==> src/sv/hcr_pkg.sv <==
// shared constants, types and helpers of the hard collision response block
`timescale 1ns / 1ps
`default_nettype none
package hcr_pkg;

  localparam int unsigned VEC_W      = 32;
  localparam int unsigned IN_W       = 12 * VEC_W;
  localparam int unsigned OUT_W      = 6 * VEC_W;
  localparam int unsigned REL_W      = VEC_W + 1;
  localparam int unsigned DIR_W      = 14;
  localparam int unsigned QUO_W      = 33;
  localparam int unsigned DEN_W      = 30;
  localparam int unsigned NUM_W      = 62;
  localparam int unsigned DIV_STEPS  = 3;
  localparam int unsigned DIV_STAGES = QUO_W / DIV_STEPS;

  localparam logic [1:0] OUT_NONE    = 2'd0;
  localparam logic [1:0] OUT_STUCK   = 2'd1;
  localparam logic [1:0] OUT_REFLECT = 2'd2;

  localparam logic [7:0] CFG_ELASTICITY = 8'd0;
  localparam logic [7:0] CFG_DAMPING    = 8'd1;
  localparam logic [7:0] CFG_HALT       = 8'd2;

  localparam logic [15:0] Q15_ONE = 16'd32768;

  typedef struct packed {
    logic [16:0] factor;
    logic [15:0] damp;
    logic [61:0] halt_sq;
  } cfg_t;

  typedef struct packed {
    logic [2:0][VEC_W-1:0] np;
    logic [2:0][VEC_W-1:0] vel;
    logic [2:0][VEC_W-1:0] surf;
    logic [2:0][REL_W-1:0] rel;
    logic [1:0]            outcome;
  } side_t;

  function automatic logic [31:0] sat32(input logic signed [37:0] x);
    logic [31:0] res;
    if (x > 38'sd2147483647) res = 32'h7fff_ffff;
    else if (x < -38'sd2147483648) res = 32'h8000_0000;
    else res = x[31:0];
    return res;
  endfunction

endpackage
`default_nettype wire

==> src/sv/hcr_div.sv <==
// pipelined restoring divider lane for the projection quotient
`timescale 1ns / 1ps
`default_nettype none
module hcr_div (
  input  logic                        clk,
  input  logic                        en,
  input  logic [hcr_pkg::NUM_W-1:0]   num,
  input  logic [hcr_pkg::DEN_W-1:0]   den,
  output logic [hcr_pkg::QUO_W-1:0]   quo
);

  logic [hcr_pkg::DEN_W-1:0] rem_r [hcr_pkg::DIV_STAGES];
  logic [hcr_pkg::QUO_W-1:0] low_r [hcr_pkg::DIV_STAGES];
  logic [hcr_pkg::QUO_W-1:0] quo_r [hcr_pkg::DIV_STAGES];
  logic [hcr_pkg::DEN_W-1:0] den_r [hcr_pkg::DIV_STAGES];

  for (genvar k = 0; k < hcr_pkg::DIV_STAGES; k++) begin : g_stage
    logic [hcr_pkg::DEN_W-1:0] rem_in;
    logic [hcr_pkg::QUO_W-1:0] low_in;
    logic [hcr_pkg::QUO_W-1:0] quo_in;
    logic [hcr_pkg::DEN_W-1:0] den_in;
    logic [hcr_pkg::DEN_W-1:0] rem_nxt;
    logic [hcr_pkg::QUO_W-1:0] low_nxt;
    logic [hcr_pkg::QUO_W-1:0] quo_nxt;
    logic [hcr_pkg::DEN_W:0]   trial;

    if (k == 0) begin : g_head
      assign rem_in = hcr_pkg::DEN_W'(num[hcr_pkg::NUM_W-1:hcr_pkg::QUO_W]);
      assign low_in = num[hcr_pkg::QUO_W-1:0];
      assign quo_in = '0;
      assign den_in = den;
    end else begin : g_body
      assign rem_in = rem_r[k-1];
      assign low_in = low_r[k-1];
      assign quo_in = quo_r[k-1];
      assign den_in = den_r[k-1];
    end

    always_comb begin
      rem_nxt = rem_in;
      low_nxt = low_in;
      quo_nxt = quo_in;
      trial   = '0;
      for (int s = 0; s < hcr_pkg::DIV_STEPS; s++) begin
        trial   = {rem_nxt, low_nxt[hcr_pkg::QUO_W-1]};
        low_nxt = {low_nxt[hcr_pkg::QUO_W-2:0], 1'b0};
        if (trial >= {1'b0, den_in}) begin
          rem_nxt = hcr_pkg::DEN_W'(trial - {1'b0, den_in});
          quo_nxt = {quo_nxt[hcr_pkg::QUO_W-2:0], 1'b1};
        end else begin
          rem_nxt = trial[hcr_pkg::DEN_W-1:0];
          quo_nxt = {quo_nxt[hcr_pkg::QUO_W-2:0], 1'b0};
        end
      end
    end

    always_ff @(posedge clk) begin
      if (en) begin
        rem_r[k] <= rem_nxt;
        low_r[k] <= low_nxt;
        quo_r[k] <= quo_nxt;
        den_r[k] <= den_in;
      end
    end
  end

  assign quo = quo_r[hcr_pkg::DIV_STAGES-1];

endmodule
`default_nettype wire

==> config.mk <==
export PLATFORM = sky130hd
export DESIGN_NAME = hcr_div
export DESIGN_NICKNAME = d
export VERILOG_FILES = /design/src/sv/hcr_pkg.sv /design/src/sv/hcr_div.sv
export SDC_FILE = /design/constraint.sdc
export NUM_CORES = 2
export LEC_CHECK = 0
export CAP_MARGIN = 5
export CORE_UTILIZATION = 30
export CTS_CLUSTER_SIZE = 8
export DETAILED_ROUTE_END_ITERATION = 10
export DONT_BUFFER_PORTS = 1
export HOLD_SLACK_MARGIN = 0.02
export PLACE_DENSITY = 0.48
export SYNTH_ARGS = -nofsm -noshare
export SYNTH_HDL_FRONTEND = slang
export SYNTH_SLANG_ARGS = --single-unit
==> constraint.sdc <==
create_clock -name clk -period 22.4 [get_ports clk]
set_input_delay 4.48 -clock clk [delete_from_list [all_inputs] [get_ports clk]]
set_output_delay 4.48 -clock clk [all_outputs]
set_load 0.02 [all_outputs]
Word-level counts from Yosys, hierarchy flattened. Memories as Yosys holds them, arrays and structs flattened. Index checks and enable logic that the tools add are counted.

Register bits after elaboration: 0. RAM bits: 1353. Memories: 4. Output and inout bits: 33. Input bits: 94. Word-level logic and storage cells: 138.

Memory list: quo_r (depth 11, width 33, read ports 11, clocked after Yosys merged registers in 0, wr ports 11, RTL line hcr_div.sv:14) `logic [hcr_pkg::QUO_W-1:0] quo_r [hcr_pkg::DIV_STAGES];`; den_r (depth 11, width 30, read ports 10, clocked after Yosys merged registers in 0, wr ports 11, RTL line hcr_div.sv:15) `logic [hcr_pkg::DEN_W-1:0] den_r [hcr_pkg::DIV_STAGES];`; low_r (depth 11, width 30, read ports 10, clocked after Yosys merged registers in 0, wr ports 11, RTL line hcr_div.sv:13) `logic [hcr_pkg::QUO_W-1:0] low_r [hcr_pkg::DIV_STAGES];`; rem_r (depth 11, width 30, read ports 10, clocked after Yosys merged registers in 0, wr ports 11, RTL line hcr_div.sv:12) `logic [hcr_pkg::DEN_W-1:0] rem_r [hcr_pkg::DIV_STAGES];`.

$add $sub $neg: 33. $lt $le $gt $ge: 33. Mux-type cells: 68.

Operator list (number): 31-bit by 30-bit greater-or-equal comparator with 1-bit output (32); 30-bit two-way mux (33); 30-bit subtractor (33); 1-bit two-way mux (35); 30-bit greater-or-equal comparator (1).

Longest topological paths before layout. An unclocked memory read counts as a cell.

Depth after elaboration: 7. Depth in mapped cells: 45.

Least setup slack after synthesis. OpenSTA, ideal clock, no wires.

Path type: input to register. From: in num[32] (netlist name). To: mem rem_r[0][24] (netlist name) (data pin). Data arrival time: 12.955 ns. Data required time: 22.138 ns. Stages: 42. Setup slack: 9.182 ns. Cell sequence: inv_1 > ha_1 > inv_1 > fa_1 > a21o_1 > a21oi_1 > o21ai_1 > a2111oi_0 > nor3_2 > a21oi_1 > o21a_1 > buf_2 > buf_1 > nand2_1 > o21ai_0 > ha_1 > nor2b_1 > o21ai_0 > [6 not listed] > nor4_4 > clkbuf_1 > mux2_2 > inv_1 > ha_1 > nor2b_1 > o21ai_0 > a21boi_0 > o311ai_1 > a21o_1 > a31oi_1 > a31oi_1 > o21bai_1 > a21oi_1 > o21ai_0 > a211o_1 > buf_2 > mux2_1.

RTL lines: from (decl) (RTL line hcr_div.sv:7) `input logic [hcr_pkg::NUM_W-1:0] num,`; to (decl) (RTL line hcr_div.sv:12).

==> metrics.log <==
[metrics] outcome: complete, no violations
[metrics] final worst path period share: 63.7%
[metrics] number of resized instances in the post-cts repair step: 0
[metrics] Final Instance Count excl. Fillers: 13156
[metrics] top cell type's share of synthesized area: 33.1%
[metrics] Die Outline Area: 293000 sq um
[metrics] Die Ht: 542 microns
[metrics] count of unresolved DRC violations after routing: 0
[metrics] number of DRC markers in iteration 0: 4472
[metrics] global-route wire length before repair: 403000 microns
[metrics] RD Place Congestion: 0.892
[metrics] multiplexer share of the synthesized area: 7.74%
[metrics] cell repeated most along the worst path: sky130_fd_sc_hd__a21oi_1
[metrics] Largest stage delay, worst path: 0.48 ns
[metrics] Synth Net Count: 10302
[metrics] number of clock sinks: 963
[metrics] area of placed instances: 92000 sq um
[metrics] beginning of the worst register-to-register path: den_r[0][1]$_DFFE_PP_
[metrics] complex-gate fraction of the synthesized area: 20.9%
[metrics] tightest slew margin relative to the limit: 21.1%
[metrics] Total Routed Length: 266000 microns
[metrics] Yosys warning count: 0
[metrics] number of synthesized flops with an enable pin: 963
[metrics] average wire length per cell after detail routing: 20.2 microns
[metrics] path type of the worst setup path: in2reg
[metrics] Post-Synthesis Mean Instance Area: 9.51 sq um
[metrics] hold worst-path end: quo_r[8][5]$_DFFE_PP_
[metrics] number of max-cap violations: 0
[metrics] layout cells sized above 1: 7.43%
[metrics] launching element type of the critical path: input port
[metrics] Core Rows: 197
[metrics] maximum fanout along the worst path: 43
[metrics] post-CTS repair timing setup buffer count: 0
[metrics] antenna violations before repair: 12
[metrics] most common cell in the synthesized netlist: sky130_fd_sc_hd__ha_1
[metrics] CTS max path bufs: 4
[metrics] global-route usage over all layers: 17.6%
[metrics] clock tree from TritonCTS: done
[metrics] Arrival @ worst endpoint: 14.82 ns
[metrics] number of vias per cell after detailed routing: 5.27
[metrics] post-layout instance area: 96300 sq um
[metrics] cell with the largest stage delay on the worst path: sky130_fd_sc_hd__a2111oi_0
[metrics] maximum number of pins on one net before global-route repair: 168
[metrics] WHS Path Cells: 0
[metrics] distinct cell type count of the synthesized netlist: 99
[metrics] die span in x: 542 microns
[metrics] area of the core region: 289000 sq um
[metrics] count of vias placed by the detailed router: 69344
[metrics] drt first pass iters: 5
[metrics] synthesis-to-finish area growth: 10.2%
[metrics] post-detailed-placement half-perimeter wirelength: 214000 microns
[metrics] Clock Skews: 0.0516 ns
[metrics] count of cells along the worst register-to-register path: 36
[metrics] I/O pins: 127
[metrics] Total Nets Final: 10336
[metrics] clock transition at the register clock pins on the worst setup and hold paths after CTS: 0.05 ns
[metrics] gate count after technology mapping: 9186
[metrics] final max-slew violation count: 0
[metrics] total congestion overflow: 0
[metrics] ranking of synthesized cells by area: sky130_fd_sc_hd__edfxtp_1, sky130_fd_sc_hd__ha_1, sky130_fd_sc_hd__xnor2_1
[metrics] most frequent cells after synthesis: sky130_fd_sc_hd__ha_1, sky130_fd_sc_hd__edfxtp_1, sky130_fd_sc_hd__a21oi_1, sky130_fd_sc_hd__inv_1, sky130_fd_sc_hd__nand2_1
[metrics] share of async-settable or async-resettable flops after synthesis: 0%
[metrics] placed cell count: 12946
[metrics] Mapped Area: 87400 sq um
[metrics] Clk Latency, worst-skew pair: 0.82 ns
[metrics] required arrival time at the worst endpoint: 22.96 ns
[metrics] unrepaired setup endpoints after global routing: false
[metrics] post-synthesis share of cell area spent on xor and xnor gates: 7.93%
[metrics] Num CTS Buffers: 152
[metrics] count of endpoints failing hold in the final timing report: 0
[metrics] Hold Buf Count CTS: 0
[metrics] highest attainable clock frequency: 70.1 MHz
[metrics] Initial Util: 30.2%
[metrics] IO buf count: 0
[metrics] kind of path behind the tightest hold check: reg2reg
[metrics] critical hold path startpoint: quo_r[7][2]$_DFFE_PP_
[metrics] setup violation total in the final timing report: 0
[metrics] Worst Tran Pin Value: 1.18 ns
[metrics] FF-to-FF End: rem_r[1][4]$_DFFE_PP_
[metrics] Largest delay share family, worst path: compound AO/OA/AOI/OAI gates
[metrics] Main synth FF type: sky130_fd_sc_hd__edfxtp_1
[metrics] reg2reg setup slack: 9.98 ns
[metrics] cell taking the most area after synthesis: sky130_fd_sc_hd__edfxtp_1
[metrics] count of nets left with antenna violations after detail routing: 0
[metrics] largest family of logic cells by synthesized area: compound AO/OA/AOI/OAI gates
[metrics] tightest hold margin: 0.404 ns
[metrics] worst path buffer plus inverter count: 6
[metrics] H-tree level count: 4
[metrics] share of synthesized cell area in full adder, half adder and majority cells: 14.9%
[metrics] Synth Register Bits: 963
[metrics] sum of negative setup slack: 0 ns
[metrics] simple-gate share of the synthesized area: 11.6%
[metrics] clock root buffer master: sky130_fd_sc_hd__clkbuf_16
[metrics] portion of the post-synthesis area used by sequential elements: 33.1%
[metrics] via count of the first global-routing pass: 68197
[metrics] Final Critical Period: 14.26 ns
[metrics] crit path capture type: register
sequential cells by signal, summed over array words and instances (netlist names):
| name | flops |
|---|---|
| rem_r | 300 |
| quo_r | 198 |
| den_r | 300 |
| low_r | 165 |
how the worst max path moves through the flow:
stage          startpoint                     end  slack (ns)  cells after the start
2_1_floorplan     num[32]  rem_r[0][24]$_DFFE_PP_        9.18                     42
3_3_place_gp      num[32]   rem_r[0][8]$_DFFE_PP_        7.34                     41
3_5_place_dp      num[32]  rem_r[0][20]$_DFFE_PP_        7.51                     40
4_1_cts           num[32]  rem_r[0][20]$_DFFE_PP_        8.35                     40
5_1_grt           num[32]   rem_r[0][7]$_DFFE_PP_        7.38                     40
6_report          num[32]   rem_r[0][5]$_DFFE_PP_        8.14                     40
layout make-up:
cell class	count	area, sq um
inverters	694	2610
multi-input cells	7365	55300
fillers	29760	193000
diodes	6	15.0
well taps	3880	4850
repair buffers	44	375
flip-flops and latches	963	28900
clock buffers	165	3920
clock inverters	39	362
per-layer routing:
metal	global-route usage, %	vias up	routed length (microns)
li1	-	34299	-
met1	22.4	33261	118000
met2	30.3	1399	127000
met3	2.27	377	11400
met4	5.88	8	8920
met5	0	-	59
cells by family (layout without fill, tap and decap cells):
kind of cell    Yosys count  in the layout
compound gates         2857           2857
simple gates           2093           2093
fa+ha+maj              1022           1022
flops                   963            963
buf+inv                 858            942
xor+xnor                791            791
mux                     602            602
other cells               0              6
through the flow:
step	utilization [%]	setup WS [ns]
after floorplan	-	9.18
after global placement	31.9	7.34
after detailed placement	31.9	7.51
after CTS	33.3	8.35
after global routing	33.3	7.38
final	33.3	8.14
worst reg2reg max path: cells and delay by family, from the launching register on:
kind | cells | cell delay (ns)
AOI/OAI and AO/OA | 23 | 7.79
adders and majority gates | 3 | 0.92
buffers and inverters | 5 | 1.49
DFF | 1 | 0.51
muxes | 2 | 0.85
and+or+nand+nor | 3 | 0.55
cells in the final DEF, fill, tap and decap left out, types with 24 or more instances in the layout:
cell type                     n
sky130_fd_sc_hd__inv_1      682
sky130_fd_sc_hd__nand3_1    136
sky130_fd_sc_hd__buf_4       41
sky130_fd_sc_hd__or2_2       45
sky130_fd_sc_hd__mux2_1     167
sky130_fd_sc_hd__xnor2_1    540
sky130_fd_sc_hd__nand2b_1   109
sky130_fd_sc_hd__ha_1       990
sky130_fd_sc_hd__o21ai_0    547
sky130_fd_sc_hd__a31oi_1     73
sky130_fd_sc_hd__o21bai_1   139
sky130_fd_sc_hd__a21oi_1    855
sky130_fd_sc_hd__mux2i_1     81
sky130_fd_sc_hd__nor4_1      31
sky130_fd_sc_hd__a211oi_1    83
sky130_fd_sc_hd__fa_1        32
sky130_fd_sc_hd__nand4_1    130
sky130_fd_sc_hd__edfxtp_1   963
sky130_fd_sc_hd__and3_1      85
sky130_fd_sc_hd__a21boi_0    35
sky130_fd_sc_hd__nand2_1    625
sky130_fd_sc_hd__a211o_1     31
sky130_fd_sc_hd__xor2_1     251
sky130_fd_sc_hd__nor2b_1    130
sky130_fd_sc_hd__a221o_1     24
sky130_fd_sc_hd__nor2_1     498
sky130_fd_sc_hd__o21ai_1     57
sky130_fd_sc_hd__and2_1      34
sky130_fd_sc_hd__a21o_1     505
sky130_fd_sc_hd__o31ai_1     55
sky130_fd_sc_hd__clkbuf_16  155
sky130_fd_sc_hd__nor3_1     126
sky130_fd_sc_hd__o211ai_1    37
sky130_fd_sc_hd__or3_1       41
sky130_fd_sc_hd__o21a_1     129
sky130_fd_sc_hd__mux2_2     330
sky130_fd_sc_hd__and4_1      31
Power is left out: the tool's default activity adds up to more than one toggle a clock period on the data nets, which glitch-free logic cannot reach.
